File: config.mk
export PLATFORM = sky130hd
export DESIGN_NAME = cascaded_biquad_iir_top
export DESIGN_NICKNAME = d
export VERILOG_FILES = /design/src/design/cbiq_pkg.sv /design/src/design/cascaded_biquad_iir_top.sv
export VERILOG_INCLUDE_DIRS = /design/src /design/src/design
export SDC_FILE = /design/constraint.sdc
export NUM_CORES = 2
export LEC_CHECK = 0
export ABC_CLOCK_PERIOD_IN_PS = 15200
export BUFFER_PORTS_ARGS = -buffer_cell sky130_fd_sc_hd__buf_4
export CAP_MARGIN = 20
export CELL_PAD_IN_SITES_DETAIL_PLACEMENT = 0
export CELL_PAD_IN_SITES_GLOBAL_PLACEMENT = 2
export CORE_MARGIN = 2
export CORE_UTILIZATION = 40
export CTS_BUF_LIST = sky130_fd_sc_hd__clkbuf_8 sky130_fd_sc_hd__clkbuf_16
export CTS_CLUSTER_SIZE = 40
export DETAILED_ROUTE_END_ITERATION = 10
export GPL_TIMING_DRIVEN = 0
export HOLD_SLACK_MARGIN = 0.05
export PLACE_DENSITY = 0.77
export SYNTH_ARGS = -nofsm -noshare
export SYNTH_HDL_FRONTEND = slang
export SYNTH_SLANG_ARGS = --single-unit
File: constraint.sdc
create_clock -name clk_i -period 15.2 [get_ports clk_i]
set_input_delay 3.04 -clock clk_i [delete_from_list [all_inputs] [get_ports clk_i]]
set_output_delay 3.04 -clock clk_i [all_outputs]
set_load 0.1 [all_outputs]
File: src/design/cascaded_biquad_iir_top_assert.svh
// Assertion macros for the cascaded biquad filter top level.
// Needs clk_i and rst_ni in the scope that uses the macros.
`ifndef CASCADED_BIQUAD_IIR_TOP_ASSERT_SVH
`define CASCADED_BIQUAD_IIR_TOP_ASSERT_SVH

// Same-cycle implication, disabled during reset.
`define CBIQ_ASSERT_IMPL(lbl, pre, post, msg) \
  lbl: assert property (@(posedge clk_i) disable iff (!rst_ni) (pre) |-> (post)) \
    else $error(msg);

// Next-cycle implication, disabled during reset.
`define CBIQ_ASSERT_NEXT(lbl, pre, post, msg) \
  lbl: assert property (@(posedge clk_i) disable iff (!rst_ni) (pre) |=> (post)) \
    else $error(msg);

`endif

File: src/design/cbiq_pkg.sv
// Types and constants of the cascaded biquad filter.
// No dependencies; imported by the top level.
package cbiq_pkg;

  localparam int SAMPLE_W  = 24;
  localparam int COEF_W    = 24;
  localparam int CFG_W     = 4;
  localparam int NUM_SLOTS = 5;
  localparam int PROD_W    = SAMPLE_W + COEF_W;
  // Five products of magnitude at most 2^46 fit well inside 51 signed bits.
  localparam int ACC_W     = 51;
  localparam int FRAC_SH   = 22;

  // Input tdata layout, lowest field first.
  localparam int IN_SAMPLE_LSB = 0;
  localparam int STAGE_W       = 3;
  localparam int IN_STAGE_LSB  = IN_SAMPLE_LSB + SAMPLE_W;
  localparam int SLOT_W        = 3;
  localparam int IN_SLOT_LSB   = IN_STAGE_LSB + STAGE_W;
  localparam int IN_COEF_LSB   = IN_SLOT_LSB + SLOT_W;
  localparam int IN_USED_W     = IN_COEF_LSB + COEF_W;
  localparam int IN_TDATA_W    = ((IN_USED_W + 7) / 8) * 8;
  localparam int OUT_TDATA_W   = SAMPLE_W;

  typedef logic signed [SAMPLE_W-1:0] sample_t;

  typedef enum logic [0:0] {
    OP_FILTER  = 1'b0,
    OP_COEF_WR = 1'b1
  } opcode_e;

  typedef enum logic [SLOT_W-1:0] {
    SLOT_A0 = 3'd0,
    SLOT_A1 = 3'd1,
    SLOT_A2 = 3'd2,
    SLOT_B1 = 3'd3,
    SLOT_B2 = 3'd4
  } slot_e;

  typedef enum logic [2:0] {
    ST_IDLE,
    ST_RUN,
    ST_MUL,
    ST_ACC,
    ST_FIN,
    ST_OUT
  } state_e;

  // History of one section: x(n-1), x(n-2), y(n-1), y(n-2).
  typedef struct packed {
    sample_t x1;
    sample_t x2;
    sample_t y1;
    sample_t y2;
  } hist_row_t;

endpackage

File: src/design/cascaded_biquad_iir_top.sv
// Cascaded direct-form-I biquad filter: one multiply-accumulate unit, sequencer,
// coefficient and history memories. Depends on cbiq_pkg and the assertion header.
//
// A sample item runs through the first active_stages sections (0 is taken as 1,
// values above MAX_STAGES as MAX_STAGES) on a single 24x24 multiplier. Each
// section issues its five products in ST_RUN, then spends ST_MUL on the last
// multiply, ST_ACC on the last accumulate and ST_FIN to round, saturate and
// write back its history row. After the last section, ST_OUT loads the output
// register once it is free and the block returns to idle. Sample items are
// only taken while idle, so a new sample waits until the previous one is
// through. A coefficient write item is taken while idle and gives no result.
// The output register lets a new item enter while the previous result waits.
// Both memories start out reading zero after reset through per-entry valid
// bits, so no clearing pass is needed.
`include "cascaded_biquad_iir_top_assert.svh"

module cascaded_biquad_iir_top #(
  parameter int MAX_STAGES = 8
) (
  input  logic                                clk_i,
  input  logic                                rst_ni,
  input  logic                                s_axis_tvalid_i,
  output logic                                s_axis_tready_o,
  // sample_in[23:0], coef_stage[26:24], coef_slot[29:27], coef_value[53:30]
  input  logic [cbiq_pkg::IN_TDATA_W-1:0]     s_axis_tdata_i,
  // opcode[0]
  input  logic [0:0]                          s_axis_tuser_i,
  output logic                                m_axis_tvalid_o,
  input  logic                                m_axis_tready_i,
  // sample_out[23:0]
  output logic [cbiq_pkg::OUT_TDATA_W-1:0]    m_axis_tdata_o,
  input  logic                                cfg_valid_i,
  output logic                                cfg_ready_o,
  input  logic [cbiq_pkg::CFG_W-1:0]          cfg_data_i
);
  import cbiq_pkg::*;

  localparam int ST_W     = (MAX_STAGES > 1) ? $clog2(MAX_STAGES) : 1;
  localparam int NUM_COEF = MAX_STAGES * NUM_SLOTS;
  localparam int CA_W     = $clog2(NUM_COEF);
  localparam int SH_W     = ACC_W - FRAC_SH;

  state_e                state_q, state_d;
  logic [ST_W-1:0]       stage_q, last_q, last_d, row_ra;
  slot_e                 step_q;
  logic [CFG_W-1:0]      active_q;
  sample_t               x_cur_q;
  hist_row_t             row_q, row_wr;
  sample_t               coef_q, coef_eff, op_d, op_q;
  logic                  coef_rdv_q;
  logic                  neg_d, neg_q, neg2_q;
  logic                  opv_q, prod_vld_q;
  logic signed [PROD_W-1:0] prod_q;
  logic signed [ACC_W-1:0]  acc_q, acc_d, acc_rnd, prod_ext;
  logic signed [SH_W-1:0]   acc_sh;
  sample_t               y_sat;
  logic                  out_vld_q;
  sample_t               out_data_q;

  sample_t               coef_mem [NUM_COEF];
  logic [NUM_COEF-1:0]   coef_vld_q;
  hist_row_t             hist_mem [MAX_STAGES];
  logic [MAX_STAGES-1:0] hist_vld_q;

  logic                  in_acc, smp_acc, cw_acc, cw_ok, issue, fin, fin_last;
  logic                  out_free, row_ld;
  opcode_e               in_op;
  sample_t               in_sample, in_coef;
  logic [STAGE_W-1:0]    in_stage;
  logic [SLOT_W-1:0]     in_slot;
  logic [CA_W-1:0]       cw_addr, cr_addr;
  logic [CFG_W:0]        sec_count;

  // Input field decode and handshake.
  assign s_axis_tready_o = (state_q == ST_IDLE);
  assign cfg_ready_o     = 1'b1;
  assign in_acc    = s_axis_tvalid_i && s_axis_tready_o;
  assign in_op     = opcode_e'(s_axis_tuser_i[0]);
  assign in_sample = s_axis_tdata_i[IN_SAMPLE_LSB +: SAMPLE_W];
  assign in_stage  = s_axis_tdata_i[IN_STAGE_LSB +: STAGE_W];
  assign in_slot   = s_axis_tdata_i[IN_SLOT_LSB +: SLOT_W];
  assign in_coef   = s_axis_tdata_i[IN_COEF_LSB +: COEF_W];
  assign smp_acc   = in_acc && (in_op == OP_FILTER);
  assign cw_acc    = in_acc && (in_op == OP_COEF_WR);
  assign cw_ok     = (32'(in_stage) < MAX_STAGES) && (32'(in_slot) < NUM_SLOTS);
  assign cw_addr   = CA_W'(32'(in_stage) * NUM_SLOTS + 32'(in_slot));

  // Clamp the section count and keep the index of the last section.
  always_comb begin
    if (active_q == '0) begin
      sec_count = (CFG_W+1)'(1);
    end else if (32'(active_q) > MAX_STAGES) begin
      sec_count = (CFG_W+1)'(MAX_STAGES);
    end else begin
      sec_count = {1'b0, active_q};
    end
    last_d = ST_W'(sec_count - (CFG_W+1)'(1));
  end

  // Sequencer strobes and memory addresses.
  assign issue    = (state_q == ST_RUN);
  assign fin      = (state_q == ST_FIN);
  assign fin_last = (stage_q == last_q);
  assign out_free = !out_vld_q || m_axis_tready_i;
  assign cr_addr  = CA_W'(32'(stage_q) * NUM_SLOTS + 32'(step_q));
  assign row_ld   = smp_acc || fin;
  assign row_ra   = (fin && !fin_last) ? ST_W'(stage_q + 1'b1) : '0;

  // Operand for the current product: the section input or one history tap.
  always_comb begin
    neg_d = (step_q inside {SLOT_B1, SLOT_B2});
    case (step_q)
      SLOT_A0: op_d = x_cur_q;
      SLOT_A1: op_d = row_q.x1;
      SLOT_A2: op_d = row_q.x2;
      SLOT_B1: op_d = row_q.y1;
      SLOT_B2: op_d = row_q.y2;
      default: op_d = '0;
    endcase
  end

  // Accumulate, then round half up and saturate the section output.
  assign coef_eff = coef_rdv_q ? coef_q : '0;
  assign prod_ext = {{(ACC_W-PROD_W){prod_q[PROD_W-1]}}, prod_q};
  assign acc_d    = neg2_q ? (acc_q - prod_ext) : (acc_q + prod_ext);
  assign acc_rnd  = acc_q + (ACC_W'(1) <<< (FRAC_SH - 1));
  assign acc_sh   = acc_rnd[ACC_W-1:FRAC_SH];

  always_comb begin
    if (acc_sh[SH_W-1:SAMPLE_W-1] != {(SH_W-SAMPLE_W+1){acc_sh[SAMPLE_W-1]}}) begin
      y_sat = acc_sh[SH_W-1] ? {1'b1, {(SAMPLE_W-1){1'b0}}} : {1'b0, {(SAMPLE_W-1){1'b1}}};
    end else begin
      y_sat = acc_sh[SAMPLE_W-1:0];
    end
  end

  // New history row of the finished section.
  always_comb begin
    row_wr.x1 = x_cur_q;
    row_wr.x2 = row_q.x1;
    row_wr.y1 = y_sat;
    row_wr.y2 = row_q.y1;
  end

  // Next state.
  always_comb begin
    state_d = state_q;
    case (state_q)
      ST_IDLE: if (smp_acc) state_d = ST_RUN;
      ST_RUN:  if (step_q == SLOT_B2) state_d = ST_MUL;
      ST_MUL:  state_d = ST_ACC;
      ST_ACC:  state_d = ST_FIN;
      ST_FIN:  state_d = fin_last ? ST_OUT : ST_RUN;
      ST_OUT:  if (out_free) state_d = ST_IDLE;
      default: state_d = ST_IDLE;
    endcase
  end

  always_ff @(posedge clk_i or negedge rst_ni) begin
    if (!rst_ni) begin
      state_q <= ST_IDLE;
    end else begin
      state_q <= state_d;
    end
  end

  // Control registers: counters, pipeline valids, valid bits, configuration.
  always_ff @(posedge clk_i or negedge rst_ni) begin
    if (!rst_ni) begin
      stage_q    <= '0;
      last_q     <= '0;
      step_q     <= SLOT_A0;
      active_q   <= CFG_W'(1);
      opv_q      <= 1'b0;
      prod_vld_q <= 1'b0;
      out_vld_q  <= 1'b0;
      coef_vld_q <= '0;
      hist_vld_q <= '0;
    end else begin
      if (cfg_valid_i && cfg_ready_o) begin
        active_q <= cfg_data_i;
      end
      if (smp_acc) begin
        stage_q <= '0;
        last_q  <= last_d;
        step_q  <= SLOT_A0;
      end else if (issue) begin
        step_q <= (step_q == SLOT_B2) ? SLOT_A0 : slot_e'(step_q + 1'b1);
      end else if (fin && !fin_last) begin
        stage_q <= ST_W'(stage_q + 1'b1);
      end
      opv_q      <= issue;
      prod_vld_q <= opv_q;
      if (state_q == ST_OUT && out_free) begin
        out_vld_q <= 1'b1;
      end else if (m_axis_tready_i) begin
        out_vld_q <= 1'b0;
      end
      if (cw_acc && cw_ok) begin
        coef_vld_q[cw_addr] <= 1'b1;
      end
      if (fin) begin
        hist_vld_q[stage_q] <= 1'b1;
      end
    end
  end

  // Coefficient memory: written by coefficient items, read once per product.
  always_ff @(posedge clk_i) begin
    if (cw_acc && cw_ok) begin
      coef_mem[cw_addr] <= in_coef;
    end
    if (issue) begin
      coef_q     <= coef_mem[cr_addr];
      coef_rdv_q <= coef_vld_q[cr_addr];
    end
  end

  // History memory: one row per section, read for the next section while
  // the finished section writes its row back.
  always_ff @(posedge clk_i) begin
    if (fin) begin
      hist_mem[stage_q] <= row_wr;
    end
    if (row_ld) begin
      row_q <= hist_vld_q[row_ra] ? hist_mem[row_ra] : '0;
    end
  end

  // Datapath: operand register, multiplier, accumulator, section value.
  always_ff @(posedge clk_i) begin
    if (issue) begin
      op_q  <= op_d;
      neg_q <= neg_d;
    end
    prod_q <= PROD_W'(coef_eff) * PROD_W'(op_q);
    neg2_q <= neg_q;
    if (smp_acc || (fin && !fin_last)) begin
      acc_q <= '0;
    end else if (prod_vld_q) begin
      acc_q <= acc_d;
    end
    if (smp_acc) begin
      x_cur_q <= in_sample;
    end else if (fin) begin
      x_cur_q <= y_sat;
    end
    if (state_q == ST_OUT && out_free) begin
      out_data_q <= x_cur_q;
    end
  end

  assign m_axis_tvalid_o = out_vld_q;
  assign m_axis_tdata_o  = out_data_q;

  // A product still in flight means the block is busy.
  `CBIQ_ASSERT_IMPL(a_busy_while_mac, (opv_q || prod_vld_q), !s_axis_tready_o, "item accepted with products in flight")
  // A section that is not the last restarts the sequencer with a clear accumulator.
  `CBIQ_ASSERT_NEXT(a_stage_restart, (state_q == ST_FIN && stage_q != last_q), (state_q == ST_RUN && step_q == SLOT_A0 && acc_q == '0), "next section did not start cleanly")
  // The section counter never passes the last active section.
  `CBIQ_ASSERT_IMPL(a_stage_bound, (state_q != ST_IDLE), (stage_q <= last_q), "section index beyond last active section")
  // Loading the output register presents the final section value.
  `CBIQ_ASSERT_NEXT(a_result_load, (state_q == ST_OUT && out_free), (m_axis_tvalid_o && m_axis_tdata_o == $past(x_cur_q)), "result not loaded from last section")

endmodule

==> impl_results.md <==
* Fin crit period at just over 9000 ps
* GPL Wtd Cong at around 0.96
* Vias at about 64000
* Non-Filler Instances at about 11000
* CTS sink cnt at 2089
* Post-Syn Area per Cell at approximately 14 µm²
* Die H at roughly 520 µm
* Most frequent cells in the layout: 1922 x edfxtp_1, 812 x nand2_1, 672 x inv_1, 610 x fa_1, 366 x clkbuf_1
* DR DRC count at 0
* Status: finished, final reports clean
* Clock Path Buffers at 3
* #FFs+latches synth at 2089
* Ratio of cells with drive above 1 in the final layout at a little over an eighth
* CTS tree: built
* Max-slew violation count at 0
* Synth top area cells: edfxtp_1 55%, fa_1 12%, mux4_2 6.5%
* Leading cell type in the layout, fill and taps excluded: edfxtp_1
* Total die area at 265000 µm²
* Critical path's largest stage delay at ~660 ps
* Synthesis warning total at 0
* Synth cell types at 85
* Detail Route Antenna Nets at 0
* Via count of the first global-routing pass at 64300
* DP HPWL at 230 mm
* Pre-CTS setup slack at 6220 ps
* Final net count at about 8600
* Yosys top cell by area: edfxtp_1
* Post-synthesis cell count at between 7000 and 8000
* Crit share post-route at 59.6%
* Critical path arrival at about 10000 ps
* Setup bufs post-CTS at 0
* Reg clk slew, reported paths at 60 ps
* Cts bufs inserted at about 210
* Skew final at ~110 ps
* Slew margin rel. at between 15 and 20%
* RSZ-0062 raised after global routing: no
* Die outline width at 515 µm
* CTS Hold Bufs at 0
* Worst slew pin tran at 1210 ps
* Clk root buf: clkbuf_16
* CP required at approximately 16000 ps
* Hold Violations, Final at 0
* Cells along the critical path: clkbuf_1 > clkbuf_1 > clkbuf_1 > and3_1 > fa_1 > fa_1 > inv_1 > fa_1 > fa_1 > inv_1 > fa_1 > fa_1 > fa_1 > ha_1 > clkbuf_1 > and2_0 > a221oi_1 > nand2_1 > a31oi_1 > or3_1 > a21oi_2 > nand3_1 > a311oi_1 > xnor2_1
* Post-CTS Resized at 0
* DR pass1 iterations at 6
* Site Rows at around 190
* Most used cell, CP: fa_1
* Worst hold path type: reg -> reg
* Initial DRC Count at around 7000
* Drt total wl at between 300 and 400 mm
* Insertion delay to the later sink of the worst-skew pair at 920 ps
* Grt ovf at 0
* Tot GR Track Use at a little under a quarter
* Post-route setup TNS at 0 ps
* Via density per instance at 5.64
* Initial Utilization at between 40% and 50%
* Critical-path top delay cell: clkbuf_1
* DR WL/cell at ~28 µm
* Largest net degree at the start of global routing at 68
* IO Count at 93
* WHS at about 350 ps
* Syn_nets at 8196
* Worst path bufs/invs at 6
* Initial antenna violation count at 23
* Ys flop type: edfxtp_1
* Core ar. at around 260000 µm²
* Area Overhead vs Synth at 14.2%
* Fmax at ~0.11 GHz
* Placed instance count at 10900
* Setup slack after layout at ~6100 ps
* Worst Setup Start Kind: register
* Final setup viols at 0
* # H-tree levels at 4
* CP max FO at 11
* Post-synthesis sequential area ratio at roughly three fifths
* Crit path kind: reg -> reg
* Critical Path End Type: register
* Top delay family on crit path: adder cells
* Number of I/O port buffers at a little under 90
* Max Cap Viol at 0
* EDFF count, synth at about 1900
* Syn Std Cell Area at approximately 100000 µm²
* Async set-reset flop share out of synthesis at under 10%
* First-pass GRT wire length at roughly 450 mm
* Yosys top cell area share at a little under three fifths
## sequential cells by signal, summed over array words and instances, names as in the netlist, 24 cells and up
name            flops
coef_mem          960
hist_mem          768
row_q              96
acc_q              51
prod_q             48
coef_vld_q         40
coef_q             24
m_axis_tdata_o     24
op_q               24
x_cur_q            24
## final cells by class
| type | instances | area (µm²) |
|---|---|---|
| Antenna cell | 14 | 35.0 |
| Buffer | 426 | 1650 |
| Sequential cell | 2089 | 61400 |
| Inverter | 644 | 2420 |
| Fill cell | 22800 | 140000 |
| Tap cell | 3402 | 4260 |
| Clock inverter | 182 | 2030 |
| Multi-Input combinational cell | 4150 | 39400 |
| Timing Repair Buffer | 198 | 2710 |
| Clock buffer | 218 | 5390 |
## final timing paths
kind | end | cells past startpoint | slack, ps | start
max in group asynchronous | opv_q | 2 | 12560 | rst_ni
min | prod_vld_q | 0 | 350 | opv_q
min in group asynchronous | active_q[3] | 1 | 2040 | rst_ni
max | prod_q[47] | 24 | 6140 | coef_rdv_q
min reg2reg | prod_vld_q | 0 | 350 | opv_q
max reg2reg | prod_q[47] | 24 | 6140 | coef_rdv_q
## worst reg2reg max path, stage by stage (launching register included)
cell      delay [ps]
edfxtp_1         430
clkbuf_1         590
clkbuf_1         670
clkbuf_1         640
and3_1           290
fa_1             460
fa_1             520
inv_1             50
fa_1             460
fa_1             520
inv_1             50
fa_1             570
fa_1             460
fa_1             560
ha_1             320
clkbuf_1         350
and2_0           190
a221oi_1         100
nand2_1          100
a31oi_1          130
or3_1            510
a21oi_2          330
nand3_1          190
a311oi_1         300
xnor2_1          190
## layer usage
metal | GRT usage, % | up-vias | part of all wire (%)
li1 | - | 27400 | -
met5 | 0 | - | 0.0041
met3 | 3.74 | 432 | 7.6
met4 | 6.76 | 2 | 2.9
met2 | 37.9 | 2575 | 47
met1 | 33.3 | 33400 | 42
## synth_stat cells (33+ instances only)
master	count
nand2_1	813
nor3_1	33
xnor2_1	125
and3_1	284
xor2_1	56
clkbuf_1	366
inv_1	644
nand3_1	243
mux4_2	300
o21ai_0	81
nor2_1	299
mux2i_1	63
ha_1	211
a31oi_1	118
dfrtp_1	66
dfxtp_1	100
a22oi_1	42
mux2_2	51
a21oi_1	217
and2_1	34
fa_1	610
or2_2	52
buf_1	41
edfxtp_1	1922
o221ai_1	195
a21o_1	61
## per-stage QoR
stage / utilization [%] / area (µm²)
after floorplan: - / 104000
after global placement: 42.1 / 109000
after detailed placement: 43.0 / 112000
after CTS: 45.9 / 119000
after global routing: 45.9 / 119000
final: 45.9 / 119000
## logic make-up after synthesis
family	after synthesis	share of synthesized area, %
AND/OR/NAND/NOR	1882	8.37
XOR/XNOR	181	1.52
buffers and inverters	1070	3.89
AO/OA/AOI/OAI	850	5.60
adder cells (fa/ha/maj)	821	14.2
flip-flops	2089	58.8
other	1	0.00359
multiplexers	415	7.63
Power is left out: the tool's default activity adds up to more than one toggle a clock period on the data nets, which glitch-free logic cannot reach.
